`src/rtl/core/wheel_speed_pid_macros.svh`:
```
// Assertion helpers shared by the wheel speed controller modules.
// Both expect the including module to have ports named clock and reset.
`ifndef WHEEL_SPEED_PID_MACROS_SVH
`define WHEEL_SPEED_PID_MACROS_SVH

// Same-cycle implication.
`define WSP_ASSERT_IMP(label, ante, cons, msg) \
   label: assert property (@(posedge clock) disable iff (reset) (ante) |-> (cons)) \
      else $error(msg);

// Next-cycle implication.
`define WSP_ASSERT_NXT(label, ante, cons, msg) \
   label: assert property (@(posedge clock) disable iff (reset) (ante) |=> (cons)) \
      else $error(msg);

`endif

```
`src/rtl/core/wsp_pkg.sv`:
```
`timescale 1ns / 1ps
`default_nettype none

package wsp_pkg;

   // Divider geometry: numerator is |ticks| * 60e6 * 2560, denominator is tpr * dt.
   localparam int NUM_W     = 53;
   localparam int DEN_W     = 36;
   localparam int QUO_W     = 22;   // 21 result bits plus one overflow bit
   localparam int DIV_CNT_W = $clog2(QUO_W);

   // 60e6 * 2560 = 2343750 * 2^16; the low factor is applied as a shift.
   localparam logic signed [22:0] RPM_SCALE_HI = 23'sd2343750;
   localparam int RPM_SCALE_SHIFT = 16;

   localparam logic signed [20:0] SPD_MAX = 21'sd1048575;
   localparam logic signed [20:0] SPD_MIN = 21'h100000;
   localparam logic signed [17:0] CMD_LIM = 18'sd65280;

   localparam logic [1:0] OP_TICK = 2'd0;
   localparam logic [1:0] OP_SET  = 2'd1;
   localparam logic [1:0] OP_HALT = 2'd2;
   localparam logic [1:0] OP_NONE = 2'd3;

   localparam logic [2:0] CSR_GAIN_PROP  = 3'd0;
   localparam logic [2:0] CSR_GAIN_INTEG = 3'd1;
   localparam logic [2:0] CSR_GAIN_DERIV = 3'd2;
   localparam logic [2:0] CSR_INT_LIMIT  = 3'd3;
   localparam logic [2:0] CSR_TPR       = 3'd4;

   typedef enum logic [3:0] {
      ST_IDLE,
      ST_MNUM,
      ST_MDEN,
      ST_DIV,
      ST_WAIT,
      ST_FILT,
      ST_MP,
      ST_MI,
      ST_MD,
      ST_ACC,
      ST_CMD,
      ST_DONE
   } state_type;

   typedef struct packed {
      logic                    done;
      logic                    ovf;
      logic [QUO_W-2:0]        quot;
   } div_status_type;

endpackage

`default_nettype wire

```
`src/rtl/core/wsp_div.sv`:
```
`timescale 1ns / 1ps
`default_nettype none
`include "wheel_speed_pid_macros.svh"

// Restoring divider, one quotient bit per cycle. Only the low quotient bits
// are kept; any quotient that does not fit raises the overflow bit.
module wsp_div (
   input  wire logic                           clock,
   input  wire logic                           reset,
   input  wire logic                           start,
   input  wire logic [wsp_pkg::NUM_W-1:0]      num,
   input  wire logic [wsp_pkg::DEN_W-1:0]      den,
   output wsp_pkg::div_status_type             stat
);

   localparam int DSH_W = wsp_pkg::DEN_W + wsp_pkg::QUO_W - 1;

   logic [wsp_pkg::NUM_W-1:0]     rem_ff, rem_in;
   logic [DSH_W-1:0]              dsh_ff, dsh_in;
   logic [wsp_pkg::QUO_W-1:0]     q_ff, q_in;
   logic [wsp_pkg::DIV_CNT_W-1:0] cnt_ff, cnt_in;
   logic                          busy_ff, busy_in;
   logic                          done_ff, done_in;
   logic                          ge;

   always_comb begin
      rem_in  = rem_ff;
      dsh_in  = dsh_ff;
      q_in    = q_ff;
      cnt_in  = cnt_ff;
      busy_in = busy_ff;
      done_in = 1'b0;
      ge      = ({{(DSH_W - wsp_pkg::NUM_W){1'b0}}, rem_ff} >= dsh_ff);
      if (start) begin
         rem_in  = num;
         dsh_in  = {den, {(wsp_pkg::QUO_W - 1){1'b0}}};
         q_in    = '0;
         cnt_in  = wsp_pkg::DIV_CNT_W'(wsp_pkg::QUO_W - 1);
         busy_in = 1'b1;
      end else if (busy_ff) begin
         if (ge) begin
            rem_in = rem_ff - dsh_ff[wsp_pkg::NUM_W-1:0];
         end
         q_in   = {q_ff[wsp_pkg::QUO_W-2:0], ge};
         dsh_in = dsh_ff >> 1;
         if (cnt_ff == '0) begin
            busy_in = 1'b0;
            done_in = 1'b1;
         end else begin
            cnt_in = cnt_ff - 1'b1;
         end
      end
   end

   always_ff @(posedge clock) begin
      if (reset) begin
         busy_ff <= 1'b0;
         done_ff <= 1'b0;
         cnt_ff  <= '0;
      end else begin
         busy_ff <= busy_in;
         done_ff <= done_in;
         cnt_ff  <= cnt_in;
      end
   end

   always_ff @(posedge clock) begin
      rem_ff <= rem_in;
      dsh_ff <= dsh_in;
      q_ff   <= q_in;
   end

   assign stat.done = done_ff;
   assign stat.ovf  = q_ff[wsp_pkg::QUO_W-1];
   assign stat.quot = q_ff[wsp_pkg::QUO_W-2:0];

   `WSP_ASSERT_NXT(a_start_busy, start, busy_ff, "divider did not start")
   `WSP_ASSERT_IMP(a_done_idle, done_ff, !busy_ff, "divider done while still busy")

endmodule

`default_nettype wire

```
`src/rtl/core/wheel_speed_pid.sv`:
```
`timescale 1ns / 1ps
`default_nettype none
`include "wheel_speed_pid_macros.svh"

// Speed controller for one wheel motor. Each request item carries an opcode in
// req_tuser: a tick measures rpm, runs the PID step and updates the PWM duties,
// a set loads the target and leaves halt, a halt zeroes duties, command, target
// and error sum. Every item yields exactly one response item with the duties,
// the filtered rpm and the halt flag after that item. For a running tick, most
// of the work between acceptance and response is the 22-step serial divider
// that turns ticks and elapsed time into rpm, and the rest is one shared 17x23
// multiplier used five times in turn. Ticks while halted, the first running
// tick and all other opcodes skip those steps and go straight to the response.
// The block accepts one item at a time. Registers may be written at any time
// while no item is in progress; csr_ready is always high.
module wheel_speed_pid (
   input  wire logic        clock,
   input  wire logic        reset,
   // req_tdata: encoder_ticks[15:0], elapsed_us[35:16], speed_target[56:36]
   input  wire logic [63:0] req_tdata,
   // req_tuser: opcode[1:0]
   input  wire logic [1:0]  req_tuser,
   input  wire logic        req_tvalid,
   output logic             req_tready,
   // rsp_tdata: forward_duty[7:0], reverse_duty[15:8], measured_rpm[36:16],
   //            is_halted[37]
   output logic [39:0]      rsp_tdata,
   output logic             rsp_tvalid,
   input  wire logic        rsp_tready,
   input  wire logic        csr_valid,
   output logic             csr_ready,
   input  wire logic [2:0]  csr_index,
   input  wire logic [19:0] csr_data
);

   wsp_pkg::state_type state_ff, state_in;

   // Configuration.
   logic signed [15:0] gain_prop_ff, gain_integ_ff, gain_deriv_ff;
   logic [19:0]        int_limit_ff;
   logic [15:0]        tpr_ff;

   // Controller state.
   logic               halted_ff, halted_in;
   logic               first_ff, first_in;
   logic signed [20:0] rpm_ff, rpm_in;
   logic signed [20:0] esum_ff, esum_in;
   logic signed [20:0] perr_ff, perr_in;
   logic signed [17:0] pcmd_ff, pcmd_in;
   logic signed [20:0] target_ff, target_in;
   logic [7:0]         duty_fwd_ff, duty_fwd_in;
   logic [7:0]         duty_rev_ff, duty_rev_in;
   logic               rsp_valid_ff, rsp_valid_in;

   // Per-item working registers.
   logic                        neg_ff, neg_in;
   logic [15:0]                 mag_ff, mag_in;
   logic [19:0]                 dt_ff, dt_in;
   logic [wsp_pkg::NUM_W-1:0]   num_ff, num_in;
   logic [wsp_pkg::DEN_W-1:0]   den_ff, den_in;
   logic signed [20:0]          e_ff, e_in;
   logic signed [21:0]          diff_ff, diff_in;
   logic signed [39:0]          prod_ff, prod_in;
   logic signed [39:0]          acc_ff, acc_in;
   logic [7:0]                  rsp_fwd_ff, rsp_fwd_in;
   logic [7:0]                  rsp_rev_ff, rsp_rev_in;
   logic [20:0]                 rsp_rpm_ff, rsp_rpm_in;
   logic                        rsp_halt_ff, rsp_halt_in;

   // Shared multiplier.
   logic signed [16:0] mul_a;
   logic signed [22:0] mul_b;
   logic signed [39:0] mul_p;

   // Divider.
   logic                    div_start;
   wsp_pkg::div_status_type div_stat;

   // Datapath temporaries.
   logic [15:0]        req_ticks;
   logic [15:0]        tpr_eff;
   logic signed [20:0] inst;
   logic signed [21:0] inst_x, rpm_x, rdiff;
   logic signed [22:0] rstep, rsum;
   logic signed [20:0] rpm_new;
   logic signed [21:0] err_x;
   logic signed [20:0] err_sat;
   logic signed [31:0] cmd_raw;
   logic signed [32:0] cdiff;
   logic signed [33:0] cnew;
   logic signed [17:0] cmd_sat;
   logic signed [17:0] cmd_neg;
   logic signed [21:0] es_x, lim_x;
   logic               accept;

   assign accept     = req_tvalid && req_tready;
   assign req_tready = (state_ff == wsp_pkg::ST_IDLE);
   assign csr_ready  = 1'b1;
   assign req_ticks  = req_tdata[15:0];
   assign tpr_eff    = (tpr_ff == 16'd0) ? 16'd1 : tpr_ff;
   assign mul_p      = mul_a * mul_b;

   wsp_div u_div (
      .clock (clock),
      .reset (reset),
      .start (div_start),
      .num   (num_ff),
      .den   (den_ff),
      .stat  (div_stat)
   );

   // Multiplier operand selection.
   always_comb begin
      mul_a = '0;
      mul_b = '0;
      unique case (state_ff)
         wsp_pkg::ST_MNUM: begin
            mul_a = {1'b0, mag_ff};
            mul_b = wsp_pkg::RPM_SCALE_HI;
         end
         wsp_pkg::ST_MDEN: begin
            mul_a = {1'b0, tpr_eff};
            mul_b = {3'b000, dt_ff};
         end
         wsp_pkg::ST_MP: begin
            mul_a = gain_prop_ff;
            mul_b = e_ff;
         end
         wsp_pkg::ST_MI: begin
            mul_a = gain_integ_ff;
            mul_b = esum_ff;
         end
         wsp_pkg::ST_MD: begin
            mul_a = gain_deriv_ff;
            mul_b = diff_ff;
         end
         default: begin
            mul_a = '0;
            mul_b = '0;
         end
      endcase
   end

   // Speed measurement and error, used in the filter step.
   always_comb begin
      if (!neg_ff) begin
         inst = (div_stat.ovf || div_stat.quot[20]) ? wsp_pkg::SPD_MAX
                                                     : $signed(div_stat.quot);
      end else begin
         inst = (div_stat.ovf || (div_stat.quot[20] && (div_stat.quot[19:0] != 20'd0)))
                ? wsp_pkg::SPD_MIN : $signed(~div_stat.quot + 21'd1);
      end
      inst_x = inst;
      rpm_x  = rpm_ff;
      rdiff  = inst_x - rpm_x;
      rstep  = rdiff >>> 2;
      rsum   = rstep + rpm_x;
      if (rsum > 23'sd1048575) begin
         rpm_new = wsp_pkg::SPD_MAX;
      end else if (rsum < -23'sd1048576) begin
         rpm_new = wsp_pkg::SPD_MIN;
      end else begin
         rpm_new = rsum[20:0];
      end
      err_x = target_ff - rpm_new;
      if (err_x > 22'sd1048575) begin
         err_sat = wsp_pkg::SPD_MAX;
      end else if (err_x < -22'sd1048576) begin
         err_sat = wsp_pkg::SPD_MIN;
      end else begin
         err_sat = err_x[20:0];
      end
   end

   // Command smoothing and error sum clamp, used in the command step.
   always_comb begin
      cmd_raw = acc_ff[39:8];
      cdiff   = cmd_raw - pcmd_ff;
      cnew    = (cdiff >>> 3) + pcmd_ff;
      if (cnew > 34'sd65280) begin
         cmd_sat = wsp_pkg::CMD_LIM;
      end else if (cnew < -34'sd65280) begin
         cmd_sat = -wsp_pkg::CMD_LIM;
      end else begin
         cmd_sat = cnew[17:0];
      end
      cmd_neg = -cmd_sat;
      es_x    = esum_ff + e_ff;
      lim_x   = $signed({2'b00, int_limit_ff});
   end

   // Sequencer.
   always_comb begin
      state_in     = state_ff;
      halted_in    = halted_ff;
      first_in     = first_ff;
      rpm_in       = rpm_ff;
      esum_in      = esum_ff;
      perr_in      = perr_ff;
      pcmd_in      = pcmd_ff;
      target_in    = target_ff;
      duty_fwd_in  = duty_fwd_ff;
      duty_rev_in  = duty_rev_ff;
      rsp_valid_in = rsp_valid_ff && !rsp_tready;
      neg_in       = neg_ff;
      mag_in       = mag_ff;
      dt_in        = dt_ff;
      num_in       = num_ff;
      den_in       = den_ff;
      e_in         = e_ff;
      diff_in      = diff_ff;
      prod_in      = prod_ff;
      acc_in       = acc_ff;
      rsp_fwd_in   = rsp_fwd_ff;
      rsp_rev_in   = rsp_rev_ff;
      rsp_rpm_in   = rsp_rpm_ff;
      rsp_halt_in  = rsp_halt_ff;
      div_start    = 1'b0;

      unique case (state_ff)
         wsp_pkg::ST_IDLE: begin
            if (accept) begin
               neg_in   = req_ticks[15];
               mag_in   = req_ticks[15] ? (~req_ticks + 16'd1) : req_ticks;
               dt_in    = (req_tdata[35:16] == 20'd0) ? 20'd1 : req_tdata[35:16];
               state_in = wsp_pkg::ST_DONE;
               unique case (req_tuser)
                  wsp_pkg::OP_TICK: begin
                     if (halted_ff) begin
                        duty_fwd_in = 8'd0;
                        duty_rev_in = 8'd0;
                        esum_in     = '0;
                     end else if (first_ff) begin
                        // The first running tick only arms the interval timer.
                        first_in = 1'b0;
                     end else begin
                        state_in = wsp_pkg::ST_MNUM;
                     end
                  end
                  wsp_pkg::OP_SET: begin
                     target_in = req_tdata[56:36];
                     halted_in = 1'b0;
                  end
                  wsp_pkg::OP_HALT: begin
                     pcmd_in     = '0;
                     target_in   = '0;
                     esum_in     = '0;
                     halted_in   = 1'b1;
                     duty_fwd_in = 8'd0;
                     duty_rev_in = 8'd0;
                  end
                  wsp_pkg::OP_NONE: begin
                     halted_in = halted_ff;
                  end
               endcase
            end
         end
         wsp_pkg::ST_MNUM: begin
            num_in   = {mul_p[36:0], {wsp_pkg::RPM_SCALE_SHIFT{1'b0}}};
            state_in = wsp_pkg::ST_MDEN;
         end
         wsp_pkg::ST_MDEN: begin
            den_in   = mul_p[wsp_pkg::DEN_W-1:0];
            state_in = wsp_pkg::ST_DIV;
         end
         wsp_pkg::ST_DIV: begin
            div_start = 1'b1;
            state_in  = wsp_pkg::ST_WAIT;
         end
         wsp_pkg::ST_WAIT: begin
            if (div_stat.done) begin
               state_in = wsp_pkg::ST_FILT;
            end
         end
         wsp_pkg::ST_FILT: begin
            rpm_in   = rpm_new;
            e_in     = err_sat;
            diff_in  = err_sat - perr_ff;
            state_in = wsp_pkg::ST_MP;
         end
         wsp_pkg::ST_MP: begin
            prod_in  = mul_p;
            acc_in   = '0;
            state_in = wsp_pkg::ST_MI;
         end
         wsp_pkg::ST_MI: begin
            // The integral term uses the error sum from before this tick.
            prod_in  = mul_p;
            acc_in   = acc_ff + prod_ff;
            state_in = wsp_pkg::ST_MD;
         end
         wsp_pkg::ST_MD: begin
            prod_in  = mul_p;
            acc_in   = acc_ff + prod_ff;
            state_in = wsp_pkg::ST_ACC;
         end
         wsp_pkg::ST_ACC: begin
            acc_in   = acc_ff + prod_ff;
            state_in = wsp_pkg::ST_CMD;
         end
         wsp_pkg::ST_CMD: begin
            if (es_x < -lim_x) begin
               esum_in = 21'(-lim_x);
            end else if (es_x > lim_x) begin
               esum_in = lim_x[20:0];
            end else begin
               esum_in = es_x[20:0];
            end
            perr_in = e_ff;
            pcmd_in = cmd_sat;
            if (cmd_sat > 18'sd0) begin
               duty_fwd_in = cmd_sat[15:8];
               duty_rev_in = 8'd0;
            end else begin
               duty_fwd_in = 8'd0;
               duty_rev_in = cmd_neg[15:8];
            end
            state_in = wsp_pkg::ST_DONE;
         end
         wsp_pkg::ST_DONE: begin
            if (!rsp_valid_ff || rsp_tready) begin
               rsp_fwd_in   = duty_fwd_ff;
               rsp_rev_in   = duty_rev_ff;
               rsp_rpm_in   = rpm_ff;
               rsp_halt_in  = halted_ff;
               rsp_valid_in = 1'b1;
               state_in     = wsp_pkg::ST_IDLE;
            end
         end
         default: begin
            state_in = wsp_pkg::ST_IDLE;
         end
      endcase
   end

   always_ff @(posedge clock) begin
      if (reset) begin
         state_ff     <= wsp_pkg::ST_IDLE;
         halted_ff    <= 1'b1;
         first_ff     <= 1'b1;
         rpm_ff       <= '0;
         esum_ff      <= '0;
         perr_ff      <= '0;
         pcmd_ff      <= '0;
         target_ff    <= '0;
         duty_fwd_ff  <= '0;
         duty_rev_ff  <= '0;
         rsp_valid_ff <= 1'b0;
      end else begin
         state_ff     <= state_in;
         halted_ff    <= halted_in;
         first_ff     <= first_in;
         rpm_ff       <= rpm_in;
         esum_ff      <= esum_in;
         perr_ff      <= perr_in;
         pcmd_ff      <= pcmd_in;
         target_ff    <= target_in;
         duty_fwd_ff  <= duty_fwd_in;
         duty_rev_ff  <= duty_rev_in;
         rsp_valid_ff <= rsp_valid_in;
      end
   end

   always_ff @(posedge clock) begin
      if (reset) begin
         gain_prop_ff  <= 16'sd1280;
         gain_integ_ff <= 16'sd0;
         gain_deriv_ff <= 16'sd0;
         int_limit_ff  <= 20'd12800;
         tpr_ff        <= 16'd29946;
      end else if (csr_valid && csr_ready) begin
         unique case (csr_index)
            wsp_pkg::CSR_GAIN_PROP:  gain_prop_ff  <= csr_data[15:0];
            wsp_pkg::CSR_GAIN_INTEG: gain_integ_ff <= csr_data[15:0];
            wsp_pkg::CSR_GAIN_DERIV: gain_deriv_ff <= csr_data[15:0];
            wsp_pkg::CSR_INT_LIMIT:  int_limit_ff  <= csr_data;
            wsp_pkg::CSR_TPR:        tpr_ff        <= csr_data[15:0];
            default: begin
               tpr_ff <= tpr_ff;
            end
         endcase
      end
   end

   always_ff @(posedge clock) begin
      neg_ff      <= neg_in;
      mag_ff      <= mag_in;
      dt_ff       <= dt_in;
      num_ff      <= num_in;
      den_ff      <= den_in;
      e_ff        <= e_in;
      diff_ff     <= diff_in;
      prod_ff     <= prod_in;
      acc_ff      <= acc_in;
      rsp_fwd_ff  <= rsp_fwd_in;
      rsp_rev_ff  <= rsp_rev_in;
      rsp_rpm_ff  <= rsp_rpm_in;
      rsp_halt_ff <= rsp_halt_in;
   end

   assign rsp_tvalid = rsp_valid_ff;
   assign rsp_tdata  = {2'b00, rsp_halt_ff, rsp_rpm_ff, rsp_rev_ff, rsp_fwd_ff};

   `WSP_ASSERT_IMP(a_halt_quiet, halted_ff,
      (duty_fwd_ff == 8'd0) && (duty_rev_ff == 8'd0) && (esum_ff == '0) && (pcmd_ff == '0),
      "halted controller holds a nonzero duty, command or error sum")
   `WSP_ASSERT_NXT(a_accept_busy, accept, state_ff != wsp_pkg::ST_IDLE,
      "accepted item did not leave idle")

endmodule

`default_nettype wire

```
`config.mk`:
```
export PLATFORM = sky130hd
export DESIGN_NAME = wheel_speed_pid
export DESIGN_NICKNAME = d
export VERILOG_FILES = /design/src/rtl/core/wsp_pkg.sv /design/src/rtl/core/wsp_div.sv /design/src/rtl/core/wheel_speed_pid.sv
export VERILOG_INCLUDE_DIRS = /design/src /design/src/rtl/core
export SDC_FILE = /design/constraint.sdc
export NUM_CORES = 2
export LEC_CHECK = 0
export ABC_AREA = 1
export BUFFER_PORTS_ARGS = -buffer_cell sky130_fd_sc_hd__buf_2
export CAP_MARGIN = 15
export CORE_UTILIZATION = 40
export CTS_CLUSTER_SIZE = 40
export DETAILED_ROUTE_END_ITERATION = 8
export HOLD_SLACK_MARGIN = 0.06
export PLACE_DENSITY = 0.55
export SLEW_MARGIN = 0
export SYNTH_ARGS = -nofsm -noshare
export SYNTH_HDL_FRONTEND = slang
export SYNTH_SLANG_ARGS = --single-unit
```
`constraint.sdc`:
```
create_clock -name clock -period 12.7 [get_ports clock]
set_clock_uncertainty 0.15 [all_clocks]
set_input_delay 1.27 -clock clock [delete_from_list [all_inputs] [get_ports clock]]
set_output_delay 1.27 -clock clock [all_outputs]
set_load 0.02 [all_outputs]
```
==> impl_metrics.json <==
{
  "synth_top_family_by_area": "adder cells",
  "synth-simple-area-share_pct": 19.8,
  "status": "completed",
  "cts_buffers": 75,
  "yosys.cell_count.top_type": "nand2_1",
  "initial_core_util_pct": 40.4,
  "rsz0062_at_grt": "no",
  "via_per_inst": 5.14,
  "synth-adder-area-share_pct": 23.6,
  "coreArea_mm2": 0.134,
  "utilization_pct": 44.3,
  "setup_tns_ns": 0,
  "area_growth_pct": 9.43,
  "crit_arrival_ns": 11.44,
  "fmax_ghz": 0.0895,
  "grt_pass1_vias": 44595,
  "gp_congestion": 0.933,
  "die_h_um": 370,
  "grt_start_max_net_pins": 110,
  "post_cts_buffers": 0,
  "hold_path_class": "reg2reg",
  "first_iter_violations": 3058,
  "clock_latency_ns": 0.69,
  "ys_warn_count": 0,
  "drc": 0,
  "cts_hold_buf": 0,
  "grt_pass1_wl_mm": 250,
  "slew_headroom_pct": 24.5,
  "drive_gt1_share_pct": 5.61,
  "io_buffers": 126,
  "post-dp-hpwl_mm": 126,
  "seq_area_mm2": 0.0160,
  "overflow": 0,
  "die-area_mm2": 0.137,
  "cts_root_buf": "clkbuf_16",
  "end_kind": "flip-flop",
  "synth.cells.most_frequent": "nand2_1, inv_1, a21oi_1",
  "cts_resized": 0,
  "maxCapViolations": 0,
  "antenna_found_initial": 2,
  "min_period_ns": 11.17,
  "syn-instance-count": 6958,
  "worst_path_max_delay_cell": "a21boi_0",
  "critPathKind": "reg2reg",
  "synth.avg_cell_area_um2": 7.79,
  "synthMuxAreaShare_pct": 0,
  "critPathMaxStageDelay_ns": 0.55,
  "synth_enable_flop_cells": 360,
  "finalMaxSlewViolations": 0,
  "rows": 134,
  "dr_total_vias": 45360,
  "cp-start-kind": "flip-flop",
  "holdPathStages": 0,
  "worstPathRequired_ns": 12.97,
  "drt.antenna.violating_nets": 0,
  "filler_cell_count": 13575,
  "nNetsFinal": 7882,
  "routedWlPerCell_um": 18.1,
  "cts.sinks": 619,
  "synth_area_mm2": 0.0542,
  "wl_mm": 160,
  "pre_cts_slack_ns": 1.49,
  "cts.clk_slew.worst_paths_ns": 0.06,
  "synthTopCellsByArea": "edfxtp_1, fa_1, nand2_1, dfxtp_1, ha_1",
  "die_w_um": 370,
  "finalSetupViolations": 0,
  "synthXorXnorAreaFrac_pct": 3.48,
  "synth-async-reset-ratio_pct": 0,
  "tightest_slew_ns": 1.13,
  "period_share_pct": 88.0,
  "hold_ws_ns": 0.281,
  "ios": 137,
  "cts_tree": "yes",
  "clockBufferDepth": 3,
  "setup_slack_ns": 1.53,
  "crit_fanout": 27,
  "ys_seq_area_share_pct": 29.5,
  "ys_ff_latch": 619,
  "yosysTopAreaCell": "edfxtp_1",
  "synthDistinctLibCells": 63,
  "reg2regPathDepth": 64,
  "multi_input_comb_area_mm2": 0.0327,
  "hold_viol_final": 0,
  "synth_compound_area_share_pct": 13.2,
  "cpMostUsedCell": "nand2_1",
  "htree_levels": 3,
  "synth-main-ff-cell": "edfxtp_1",
  "track_usage_pct": 23.4,
  "first_pass_iters": 5,
  "synth_top_area_share_pct": 20.0
}
==> per-stage QoR <==
| step | instances | area (µm²) |
|---|---|---|
| after floorplan | 6959 | 54200 |
| after global placement | 8692 | 56600 |
| after detailed placement | 8692 | 56600 |
| after CTS | 8829 | 59300 |
| after global routing | 8830 | 59300 |
| final | 8831 | 59300 |
==> cell families after synthesis <==
logic type	count (synthesis)
other cells	2
compound gates	1271
xor+xnor	215
fa+ha+maj	786
flops	619
simple gates	2592
buf+inv	1473
==> cells in the final DEF, fill, tap and decap left out, types with 27 or more instances in the layout <==
cell type / instances
nand2_1: 1568
inv_1: 1241
a21oi_1: 557
nor2_1: 523
fa_1: 394
ha_1: 392
o21ai_0: 371
edfxtp_1: 360
dfxtp_1: 258
nand3_1: 226
xor2_1: 136
buf_2: 125
nand4_1: 83
clkbuf_16: 80
xnor2_1: 79
a31oi_1: 50
nor3_1: 48
buf_4: 47
o31ai_1: 42
o211ai_1: 38
o21a_1: 35
or2_2: 27
==> area by class of cell <==
class / instances / area share, %
clock inverters: 32 / 0.711
inverters: 1266 / 8.01
flip-flops and latches: 619 / 27.0
repair buffers: 173 / 1.70
diodes: 1 / 0.00422
clock buffers: 105 / 3.73
well taps: 1768 / 3.73
multi-input cells: 4867 / 55.1
==> critical path: cells and delay by family (launching register included) <==
family / cells / cell delay (ns)
AO/OA/AOI/OAI: 16 / 3.25
flip-flops: 1 / 0.33
XOR/XNOR: 1 / 0.09
AND/OR/NAND/NOR: 34 / 4.18
adder cells (fa/ha/maj): 6 / 1.87
buffers and inverters: 7 / 1.04
==> metal layers <==
layer / track usage, % / share of wire, % / wire (µm)
met1: 32.2 / 46 / 74000
met2: 37.2 / 44 / 71000
met3: 3.76 / 5.8 / 9280
met4: 8.22 / 3.6 / 5720
met5: 0 / 0 / 0
==> worst paths after layout <==
| path | from | to | slack (ns) |
|---|---|---|---|
| setup / recovery | u_div.q_ff[0]$_SDFFE_PP0P_ | diff_ff[20]$_DFFE_PP_ | 1.53 |
| hold / removal | duty_rev_ff[4]$_SDFFE_PP0P_ | rsp_rev_ff[4]$_DFFE_PP_ | 0.28 |
| setup reg to reg | u_div.q_ff[0]$_SDFFE_PP0P_ | diff_ff[20]$_DFFE_PP_ | 1.53 |
| hold reg to reg | duty_rev_ff[4]$_SDFFE_PP0P_ | rsp_rev_ff[4]$_DFFE_PP_ | 0.28 |
==> state kept, by name (all words and copies together), names as in the netlist, 18 cells and up <==
name          count
u_div.dsh_ff     57
u_div.rem_ff     53
acc_ff           40
prod_ff          40
num_ff           37
den_ff           36
diff_ff          22
u_div.q_ff       22
e_ff             21
esum_ff          21
perr_ff          21
rpm_ff           21
rsp_rpm_ff       21
target_ff        21
dt_ff            20
int_limit_ff     20
pcmd_ff          18
Power is not shown: default switching activity piles up to over one toggle a cycle in this logic, so the estimate is an artifact.
